File: config.mk
export PLATFORM = sky130hd
export DESIGN_NAME = script_host_path_leaf_matcher
export DESIGN_NICKNAME = d
export VERILOG_FILES = /design/src/rtl/shlm_pkg.sv /design/src/rtl/shlm_name_track.sv /design/src/rtl/script_host_path_leaf_matcher.sv
export SDC_FILE = /design/constraint.sdc
export NUM_CORES = 1
export LEC_CHECK = 0
export BUFFER_PORTS_ARGS = -buffer_cell sky130_fd_sc_hd__buf_2
export CORE_ASPECT_RATIO = 0.5
export CORE_UTILIZATION = 45
export CTS_CLUSTER_DIAMETER = 120
export DETAILED_ROUTE_END_ITERATION = 12
export HOLD_SLACK_MARGIN = 0.02
export PLACE_DENSITY = 0.6
export SLEW_MARGIN = 0
export SYNTH_ARGS = -nofsm -noshare
export SYNTH_HDL_FRONTEND = slang
export SYNTH_SLANG_ARGS = --single-unit
File: constraint.sdc
create_clock -name clk -period 3.6 [get_ports clk]
set_input_delay 0.18 -clock clk [delete_from_list [all_inputs] [get_ports clk]]
set_output_delay 0.18 -clock clk [all_outputs]
set_load 0.01 [all_outputs]
File: src/rtl/shlm_pkg.sv
// ============================================================================
// shlm_pkg: shared types and constants of the script host leaf matcher
// Holds the host name table, the unit position width and the control struct
// that passes between the top level and the name tracker.
// ============================================================================
package shlm_pkg;

    localparam int PATH_MAX_UNITS = 512;
    localparam int POS_W          = $clog2(PATH_MAX_UNITS + 1);

    localparam int HOST_COUNT = 8;
    localparam int PROG_W     = 4;
    localparam int NAME_W     = 8 * 16;

    localparam logic [PROG_W-1:0] NAME_MISMATCH = 4'd15;
    localparam logic [15:0]       FOLD_OFFSET   = 16'd32;

    localparam logic [15:0] CH_BACKSLASH = 16'h005C;
    localparam logic [15:0] CH_SLASH     = 16'h002F;
    localparam logic [15:0] CH_SPACE     = 16'h0020;
    localparam logic [15:0] CH_DOT       = 16'h002E;
    localparam logic [15:0] CH_UPPER_A   = 16'h0041;
    localparam logic [15:0] CH_UPPER_Z   = 16'h005A;
    localparam logic [15:0] CH_NUL       = 16'h0000;

    localparam logic [PROG_W-1:0] HOST_LEN [HOST_COUNT] = '{
        4'd14, 4'd8, 4'd7, 4'd11, 4'd11, 4'd9, 4'd10, 4'd8
    };

    // Control from the top level to the name tracker.
    typedef struct packed {
        logic absorb;   // apply the code unit to the match counters
        logic clear;    // return all counters to zero after this cycle
    } track_ctrl_t;

    // Host name k as a right-aligned byte string.
    function automatic logic [NAME_W-1:0] host_name(input logic [2:0] k);
        logic [NAME_W-1:0] name;
        case (k)
            3'd0:    name = NAME_W'("powershell.exe");
            3'd1:    name = NAME_W'("pwsh.exe");
            3'd2:    name = NAME_W'("cmd.exe");
            3'd3:    name = NAME_W'("wscript.exe");
            3'd4:    name = NAME_W'("cscript.exe");
            3'd5:    name = NAME_W'("mshta.exe");
            3'd6:    name = NAME_W'("python.exe");
            3'd7:    name = NAME_W'("node.exe");
            default: name = '0;
        endcase
        return name;
    endfunction

    // Character at position p (counted from the start) of host name k.
    function automatic logic [7:0] host_char(input logic [2:0] k,
                                             input logic [PROG_W-1:0] p);
        logic [NAME_W-1:0] name;
        logic [PROG_W-1:0] idx;
        name = host_name(k);
        idx  = PROG_W'(HOST_LEN[k] - p - 4'd1);
        return name[{idx, 3'b000} +: 8];
    endfunction

endpackage

File: src/rtl/shlm_name_track.sv
// ============================================================================
// shlm_name_track: per-host match counters
// Keeps one progress counter per host name, advances all of them on one
// code unit and reports whether the updated leaf equals a host name.
// ============================================================================
module shlm_name_track
    import shlm_pkg::*;
(
    input  logic              clk,
    input  logic              rst_n,
    input  track_ctrl_t       ctrl,
    input  logic [15:0]       code_unit,
    output logic              hit
);

    logic [PROG_W-1:0] progress_reg  [HOST_COUNT];
    logic [PROG_W-1:0] progress_next [HOST_COUNT];
    logic [PROG_W-1:0] progress_upd  [HOST_COUNT];
    logic              all_zero;

    always_comb
    begin
        logic [15:0] unit_fold;
        logic        is_sep;
        logic        is_pad;
        unit_fold = code_unit;
        if (code_unit >= CH_UPPER_A && code_unit <= CH_UPPER_Z)
        begin
            unit_fold = code_unit + FOLD_OFFSET;
        end
        is_sep = (code_unit == CH_BACKSLASH) || (code_unit == CH_SLASH);
        is_pad = (unit_fold == CH_SPACE) || (unit_fold == CH_DOT);
        hit    = 1'b0;
        for (int k = 0; k < HOST_COUNT; k++)
        begin
            progress_upd[k] = progress_reg[k];
            if (ctrl.absorb)
            begin
                if (is_sep)
                begin
                    progress_upd[k] = '0;
                end
                else if (progress_reg[k] == NAME_MISMATCH)
                begin
                    progress_upd[k] = NAME_MISMATCH;
                end
                else if (progress_reg[k] >= HOST_LEN[k])
                begin
                    if (!is_pad)
                    begin
                        progress_upd[k] = NAME_MISMATCH;
                    end
                end
                else if (unit_fold == {8'h00, host_char(3'(k), progress_reg[k])})
                begin
                    progress_upd[k] = progress_reg[k] + 4'd1;
                end
                else
                begin
                    progress_upd[k] = NAME_MISMATCH;
                end
            end
            if (progress_upd[k] == HOST_LEN[k])
            begin
                hit = 1'b1;
            end
            progress_next[k] = ctrl.clear ? '0 : progress_upd[k];
        end
    end

    always_ff @(posedge clk or negedge rst_n)
    begin
        if (!rst_n)
        begin
            for (int k = 0; k < HOST_COUNT; k++)
            begin
                progress_reg[k] <= '0;
            end
        end
        else
        begin
            for (int k = 0; k < HOST_COUNT; k++)
            begin
                progress_reg[k] <= progress_next[k];
            end
        end
    end

    always_comb
    begin
        all_zero = 1'b1;
        for (int k = 0; k < HOST_COUNT; k++)
        begin
            if (progress_reg[k] != '0)
            begin
                all_zero = 1'b0;
            end
        end
    end

    // After a path is finished every counter starts from zero again.
    a_clear_zeroes: assert property (@(posedge clk) disable iff (!rst_n)
        ctrl.clear |=> all_zero)
        else $error("match counters not cleared after path end");

    // A counter holding a finished match stays put unless a unit is applied.
    a_hold_idle: assert property (@(posedge clk) disable iff (!rst_n)
        (!ctrl.absorb && !ctrl.clear) |=> $stable(all_zero))
        else $error("match counters changed without a unit");

    // Without a new unit a match can only come from a counter already full.
    a_hit_source: assert property (@(posedge clk) disable iff (!rst_n)
        (hit && !ctrl.absorb) |-> !all_zero)
        else $error("match reported with all counters at zero");

endmodule

File: src/rtl/script_host_path_leaf_matcher.sv
// ============================================================================
// script_host_path_leaf_matcher: script host detection on a path leaf
// Streams a UTF-16 path and flags whether its final component names one of
// eight fixed script host executables.
// ============================================================================
// Usage:
//   Input channel (unit_valid / unit_stall): one transaction per 16-bit code
//   unit of the path, with last set on the final unit of the path. A
//   backslash or slash starts a new leaf, ASCII A-Z compare as lower case,
//   trailing spaces and dots of the leaf are ignored. A zero unit ends the
//   path early; later units up to last are ignored, as are units at
//   position PATH_MAX_UNITS and beyond.
//   Output channel (result_valid / result_stall): exactly one transaction
//   per path, carrying is_interpreter, issued for the unit marked last.
//   Timing: a unit is registered at acceptance; a unit that is not last is
//   applied to the match counters in the following cycle. A last unit waits
//   in the input register until the output register is free, and its result
//   then passes into the output register, which drives the output.
//   Throughput: one code unit per cycle unless the input is stalled. A
//   non-last unit drains into the eight match counters without waiting;
//   only a last unit needs the output register, so stalling the output
//   holds up the input only while a last unit waits for a free output slot.
//   Reset (rst_n low, asynchronous): counters, position and both channel
//   valid flags clear; the block is ready for a new path right away.
//   After each last unit, all path state returns to its reset value.
// ============================================================================
module script_host_path_leaf_matcher
    import shlm_pkg::*;
(
    input  logic        clk,
    input  logic        rst_n,
    input  logic        unit_valid,
    output logic        unit_stall,
    input  logic [15:0] code_unit,
    input  logic        last,
    output logic        result_valid,
    input  logic        result_stall,
    output logic        is_interpreter
);

    // Input register stage.
    logic              s1_valid_reg, s1_valid_next;
    logic [15:0]       s1_unit_reg;
    logic              s1_last_reg;

    // Path state.
    logic [POS_W-1:0]  pos_reg, pos_next;
    logic              ended_reg, ended_next;

    // Result register.
    logic              out_valid_reg, out_valid_next;
    logic              out_hit_reg;

    logic              unit_take;
    logic              out_free;
    logic              s1_go;
    logic              in_range;
    track_ctrl_t       track_ctrl;
    logic              track_hit;

    // The output slot is free when empty or being taken this cycle.
    assign out_free   = !out_valid_reg || !result_stall;
    // A non-last unit never needs the output slot.
    assign s1_go      = s1_valid_reg && (!s1_last_reg || out_free);
    assign unit_stall = s1_valid_reg && !s1_go;
    assign unit_take  = unit_valid && !unit_stall;

    assign in_range   = !ended_reg && (pos_reg < POS_W'(PATH_MAX_UNITS));

    always_comb
    begin
        s1_valid_next    = unit_take ? 1'b1 : (s1_go ? 1'b0 : s1_valid_reg);
        pos_next         = pos_reg;
        ended_next       = ended_reg;
        track_ctrl       = '0;
        if (s1_go && in_range)
        begin
            pos_next = POS_W'(pos_reg + 1'b1);
            if (s1_unit_reg == CH_NUL)
            begin
                ended_next = 1'b1;
            end
            else
            begin
                track_ctrl.absorb = 1'b1;
            end
        end
        if (s1_go && s1_last_reg)
        begin
            track_ctrl.clear = 1'b1;
            pos_next         = '0;
            ended_next       = 1'b0;
        end
        out_valid_next = (s1_go && s1_last_reg) ? 1'b1
                       : (result_stall ? out_valid_reg : 1'b0);
    end

    shlm_name_track u_track (
        .clk       (clk),
        .rst_n     (rst_n),
        .ctrl      (track_ctrl),
        .code_unit (s1_unit_reg),
        .hit       (track_hit)
    );

    always_ff @(posedge clk or negedge rst_n)
    begin
        if (!rst_n)
        begin
            s1_valid_reg  <= 1'b0;
            pos_reg       <= '0;
            ended_reg     <= 1'b0;
            out_valid_reg <= 1'b0;
        end
        else
        begin
            s1_valid_reg  <= s1_valid_next;
            pos_reg       <= pos_next;
            ended_reg     <= ended_next;
            out_valid_reg <= out_valid_next;
        end
    end

    // Payload registers carry no reset.
    always_ff @(posedge clk)
    begin
        if (unit_take)
        begin
            s1_unit_reg <= code_unit;
            s1_last_reg <= last;
        end
        if (s1_go && s1_last_reg)
        begin
            out_hit_reg <= track_hit;
        end
    end

    assign result_valid   = out_valid_reg;
    assign is_interpreter = out_hit_reg;

    // Only a last unit waiting on a full output slot holds the input.
    a_stall_cause: assert property (@(posedge clk) disable iff (!rst_n)
        unit_stall |-> (s1_valid_reg && s1_last_reg && out_valid_reg && result_stall))
        else $error("input stalled without a blocked last unit");

    // Finishing a path returns position and end flag to reset values.
    a_path_reset: assert property (@(posedge clk) disable iff (!rst_n)
        (s1_go && s1_last_reg) |=> (pos_reg == '0 && !ended_reg))
        else $error("path state not cleared after last unit");

    // The position saturates at the path length limit.
    a_pos_limit: assert property (@(posedge clk) disable iff (!rst_n)
        pos_reg <= POS_W'(PATH_MAX_UNITS))
        else $error("unit position beyond path limit");

    // The end flag is only set by a counted zero unit.
    a_end_counted: assert property (@(posedge clk) disable iff (!rst_n)
        ended_reg |-> (pos_reg != '0))
        else $error("path end flag without counted unit");

endmodule
# Word level (Yosys, flattened, before mapping)
# Index checks and enable logic that the tools add are counted.
# classes
addsub	26
shifts	8
magnitude_cmp	11
reduce_logical	23
n_mux	102
n_eq_ne	29
# ops
op	n
$mux 128	32
$shiftx 128x8->8	8
$mux 4	56
$eq 16x8->1	8
$eq 4x4->1 const B	15
$eq 16x6->1 const B	3
$add 4x1->4 const B	8
$sub 4x1->4 const B	8
$ge 4x4->1 const B	7
$sub 4x4->4 const A	7
$mux 10	2
$add 16x6->16 const B	1
$eq 16x7->1 const B	1
$ge 16x7->1 const B	1
$le 16x7->1 const B	1
$logic_not 16->1	1
$mux 16	1
$mux 1	11
$add 10x1->10 const B	1
$lt 10x10->1 const B	1
$logic_and 1x1->1	7
$reduce_or 7->1	1
$logic_not 1->1	6
$reduce_bool 2->1	3
6 further kinds	9
# totals
output_inout_bits	3
word_cells	214
in_bits	21
reg_bits	63

# Longest topological paths before layout
# depth
depth_word	16
depth_mapped	14

# Modules after synthesis
# From an unflattened synthesis, not the netlist that was laid out.
# hier_totals
hier_cells	748
hier_area_um2	6198.4
# modules_own_cells
mod	area_each_um2	seq_area_each_um2	cells_each	n_inst
shlm_name_track	4899.7	800.8	649	1
script_host_path_leaf_matcher	1298.7	865.8	99	1

# Worst setup path before layout
# Ideal clock, no wire load.
# synth_timing
path_kind	register to register
start	register u_track.progress_reg[14] (netlist bit)
end	register out_hit_reg, in the netlist is_interpreter, data pin
required_ps	3333
path_stages_with_launch	15
path_buffers	2
arrival_time_ps	3085
slack_ps	248
setup_ps	267
synth_period_minus_slack_ps	3352
path_cell_list	dfrtp_1 -> clkbuf_1 -> inv_1 -> ha_1 -> clkbuf_1 -> mux2i_1 -> xnor2_1 -> o32ai_1 -> a22oi_1 -> or3_1 -> nor4_2 -> nand3_1 -> o21ai_0 -> o311a_1 -> nand4_1
# synth_between
elab_chain_len	11
# synth_lines
element	line	rtl
from (decl)	shlm_name_track.sv:16	logic [PROG_W-1:0] progress_reg [HOST_COUNT];
from (signal, indexed assignment)	shlm_name_track.sv:84	progress_reg[k] <= progress_next[k];
$sub 4x4->4	shlm_pkg.sv:59	idx = PROG_W'(HOST_LEN[k] - p - 4'd1);
$sub 4x1->4	shlm_pkg.sv:59	
$shiftx 128x8->8	shlm_pkg.sv:60	return name[{idx, 3'b000} +: 8];
$eq 16x8->1	shlm_name_track.sv:54	else if (unit_fold == {8'h00, host_char(3'(k), progress_reg[k])})
$mux 4	shlm_name_track.sv:54	
$mux 4	shlm_name_track.sv:47	else if (progress_reg[k] >= HOST_LEN[k])
$mux 4	shlm_name_track.sv:43	else if (progress_reg[k] == NAME_MISMATCH)
$mux 4	shlm_name_track.sv:39	if (is_sep)
$mux 4 (*)	shlm_name_track.sv:37	if (ctrl.absorb)
$eq 4x4->1 (*)	shlm_name_track.sv:63	if (progress_upd[k] == HOST_LEN[k])
$reduce_or 7->1 (no source line) (*)	-	
to (signal assigned)	script_host_path_leaf_matcher.sv:134	out_hit_reg <= track_hit;
to (decl)	script_host_path_leaf_matcher.sv:52	logic out_hit_reg;
# Every way passes the cells marked *; elsewhere a longest branch is shown, timed or not.
# A chain may end at the register's enable or synchronous reset.

# Worst setup path in the final report
# layout_timing
start	register s1_unit_reg[12]
end	register out_hit_reg, in the netlist is_interpreter, data pin
# layout_between
elab_chain_len	12
# layout_lines
element	line	rtl
from (decl)	script_host_path_leaf_matcher.sv:43	logic [15:0] s1_unit_reg;
from (signal assigned)	script_host_path_leaf_matcher.sv:129	s1_unit_reg <= code_unit;
$ge 16x7->1 / $le 16x7->1 (equally long branches)	shlm_name_track.sv:27	if (code_unit >= CH_UPPER_A && code_unit <= CH_UPPER_Z)
$logic_and 1x1->1	shlm_name_track.sv:27	
$mux 16	shlm_name_track.sv:27	
$eq 16x6->1	shlm_name_track.sv:32	is_pad = (unit_fold == CH_SPACE) || (unit_fold == CH_DOT);
$logic_or 1x1->1	shlm_name_track.sv:32	
$mux 4	shlm_name_track.sv:49	if (!is_pad)
$mux 4	shlm_name_track.sv:47	
$mux 4	shlm_name_track.sv:43	
$mux 4	shlm_name_track.sv:39	
$mux 4	shlm_name_track.sv:37	
$eq 4x4->1 / $eq 4x3->1 (equally long branches)	shlm_name_track.sv:63	
$reduce_or 7->1 (no source line) / $mux 1 (equally long branches)	-	
# Parallel ways exist; a longest one is shown, timed or not.

==> results by group <==
Run status
  – Status: complete, no violations

Floorplanning
  – Cell Rows: 30
  – Core area: 13700 um2
  – Die Y: 86.3 um
  – Die area: 14700 um2
  – Die Span X: 171 um
  – Initial Utilization: 46.7%
  – Total I/O pin count: 24

Synth
  – Top FF cell, synth: dfrtp_1
  – Syn_nets: 866
  – Synth cell types: 85
  – Mapped Avg Cell Area: 8.08 um2
  – Cell taking the most area after synthesis: dfrtp_1
  – Post-synth EDFFs: 18
  – Post-Syn Instances: 791
  – Post-synth top area share: 17.6%
  – Sequential element share of the synthesized area: 26.1%
  – Ys Warns: 0
  – Dominant cells by area after synthesis: dfrtp_1 18%, ha_1 11%, edfxtp_1 8.5%, nor2_1 4.6%, a21oi_1 3.7%
  – Synth Register Bits: 63
  – Async S/R FF share, synth: 71.4%
  – Cell Area, Synth: 6390 um2

STA
  – Endpoints failing setup: 0
  – Max transition margin: 43.1%
  – TNS Setup: 0 ps
  – Crit path time final: 3440 ps
  – Final Max Tran Viols: 0
  – Worst-Margin Slew: 852 ps
  – FMAX: 0.290 GHz
  – Fin crit share: 95.6%
  – RSZ-0062 raised after global routing: false
  – Final hold violations: 0
  – Clock Skew: 9.37 ps

Clocking
  – TritonCTS Buffers: 9
  – Root Driver: clkbuf_16
  – H-tree depth: 3
  – Clock Latency Late Sink: 340 ps
  – Sink Count: 63
  – Clock Pin Slew Worst Setup and Hold Paths: 60 ps
  – CTS tree: done
  – Max clock buf depth: 2

Routing
  – WL per Instance: 17.8 um
  – DR vias/cell: 6.05
  – Via Count: 6257
  – Post-DRT Antenna Nets: 0
  – WL final: 18400 um
  – 1st-pass router iterations: 5
  – DR DRC count: 0
  – Initial detailed-routing violation count: 559

Placement
  – Detailed-placement wirelength estimate: 13600 um
  – Final GP Congestion: 0.874
  – I/O Buffers: 23
  – Post-Place Cells: 1002

Worst setup path
  – Critical Path AT: 3520 ps
  – Worst EP required: 3670 ps
  – Critical path class: flop to flop
  – Critical-path maximum fanout: 12
  – Crit. End Element: flop
  – Startpoint types: flop

Power
  – Worst vdd ir: 0.207 mV
  – PwrDens: 422 nW/um2
  – Lkg Pwr: 3.06 nW

GRT
  – Global-route wire length before repair: 30000 um
  – Remaining global-route overflow: 0
  – Antenna violations before repair: 0
  – Number of global-route vias before repair: 5724
  – Total GRT Usage: 25.9%
  – Largest net degree at the start of global routing: 31

Finish
  – Largest register FFs: 32
  – Most common cell after layout, fill and taps aside: nor2_1
  – Finished Layout Cells: 1034
  – Share of layout cells above drive strength 1: 14.6%
  – Antenna diodes: 0
  – Final design utilization: 54.2%
  – Highest-count cells in the layout ignoring fill and taps: 78 x nor2_1, 52 x ha_1, 50 x nand2_1
  – Nets@finish: 912
  – Area Growth Syn to Fin: 16.1%

Job
  – Max Cap Viol: 0

Worst hold path
  – Min-Delay Path Class: primary input to flop
[worst max-delay path, stage by stage (launching register included)]
cell and delay [ps]:
edfxtp_1 350, or4_1 590, or2_1 340, nor2_4 260, a31o_2 350, and2_4 290
nand3_1 100, a31oi_1 240, and4b_1 260, a211oi_2 270, nand4_1 110
[cells in the mapped netlist, types with 10 or more instances]
| cell | count |
|---|---|
| mux2i_1 | 15 |
| edfxtp_1 | 18 |
| a31oi_1 | 22 |
| nand2b_1 | 18 |
| xor2_1 | 17 |
| nor2_1 | 78 |
| nand2_1 | 50 |
| dfrtp_1 | 45 |
| ha_1 | 54 |
| a21oi_1 | 47 |
| nor4_1 | 12 |
| a211oi_1 | 10 |
| nand3_1 | 26 |
| clkbuf_1 | 39 |
| o21ai_0 | 43 |
| nand4_1 | 16 |
| xnor2_1 | 26 |
| nor3_1 | 30 |
| nor2b_1 | 18 |
| or3_1 | 12 |
| inv_1 | 36 |
[logic make-up after synthesis]
group | share of synthesized area [%]
AOI/OAI and AO/OA | 22.9
xor gates and xnor gates | 6.14
adders and majority gates | 10.6
buffers and inverters | 5.42
DFF | 26.1
muxes | 3.05
and+or+nand+nor | 25.8
[stage by stage]
step / power, mW / worst slack, ps / hold WS, ps / cell area, um2
after floorplan: 1.92 / 248 / -116 / 6390
after global placement: 2.25 / 147 / 124 / 6910
after detailed placement: 2.27 / 115 / 129 / 6910
after CTS: 3.10 / 99.9 / 21.9 / 7330
after global routing: 3.36 / 3.29 / 22.2 / 7420
final: 3.13 / 157 / 26.4 / 7420
[area by class of cell]
cell class                      instances  area [um2]
Timing Repair Buffer                   86         638
Clock inverter                          7        48.8
Tap cell                              192         240
Fill cell                            1278        6280
Sequential cell                        63        1670
Multi-Input combinational cell        641        4470
Clock buffer                            9         225
Inverter                               36         135
[where the power goes]
part | internal [mW] | switching [mW] | total, mW
logic | 0.590 | 0.795 | 1.38
clock network | 0.465 | 0.343 | 0.808
registers | 0.825 | 0.118 | 0.942
[final timing paths]
check / slack, ps / endpoint / depth (start not counted) / startpoint
worst max-delay path: 160 / is_interpreter / 10 / s1_unit_reg[12]
worst min-delay path: 30 / s1_unit_reg[2] / 1 / code_unit[2]
worst min register to register: 500 / pos_reg[9] / 2 / pos_reg[9]
worst max register to register: 160 / is_interpreter / 10 / s1_unit_reg[12]
max in group asynchronous: 2540 / u_track.progress_reg[5] / 3 / rst_n
min in group asynchronous: 300 / u_track.progress_reg[12] / 2 / rst_n
[metal layers]
layer / global-route usage, % / part of all wire, %
met3: 4.79 / 7.3
met4: 5.81 / 1.2
met2: 38.5 / 43
met1: 38.4 / 49
met5: 0 / 0
[repair_timing]
action | 4_1_cts | 5_1_grt
setup endpoints to repair | 0 | 1
endpoints found under the hold margin | 28 | 1
setup buffers | 0 | 1
hold buffers | 14 | 1
gates resized for setup | 0 | 14
(Power assumes the default switching activity.)
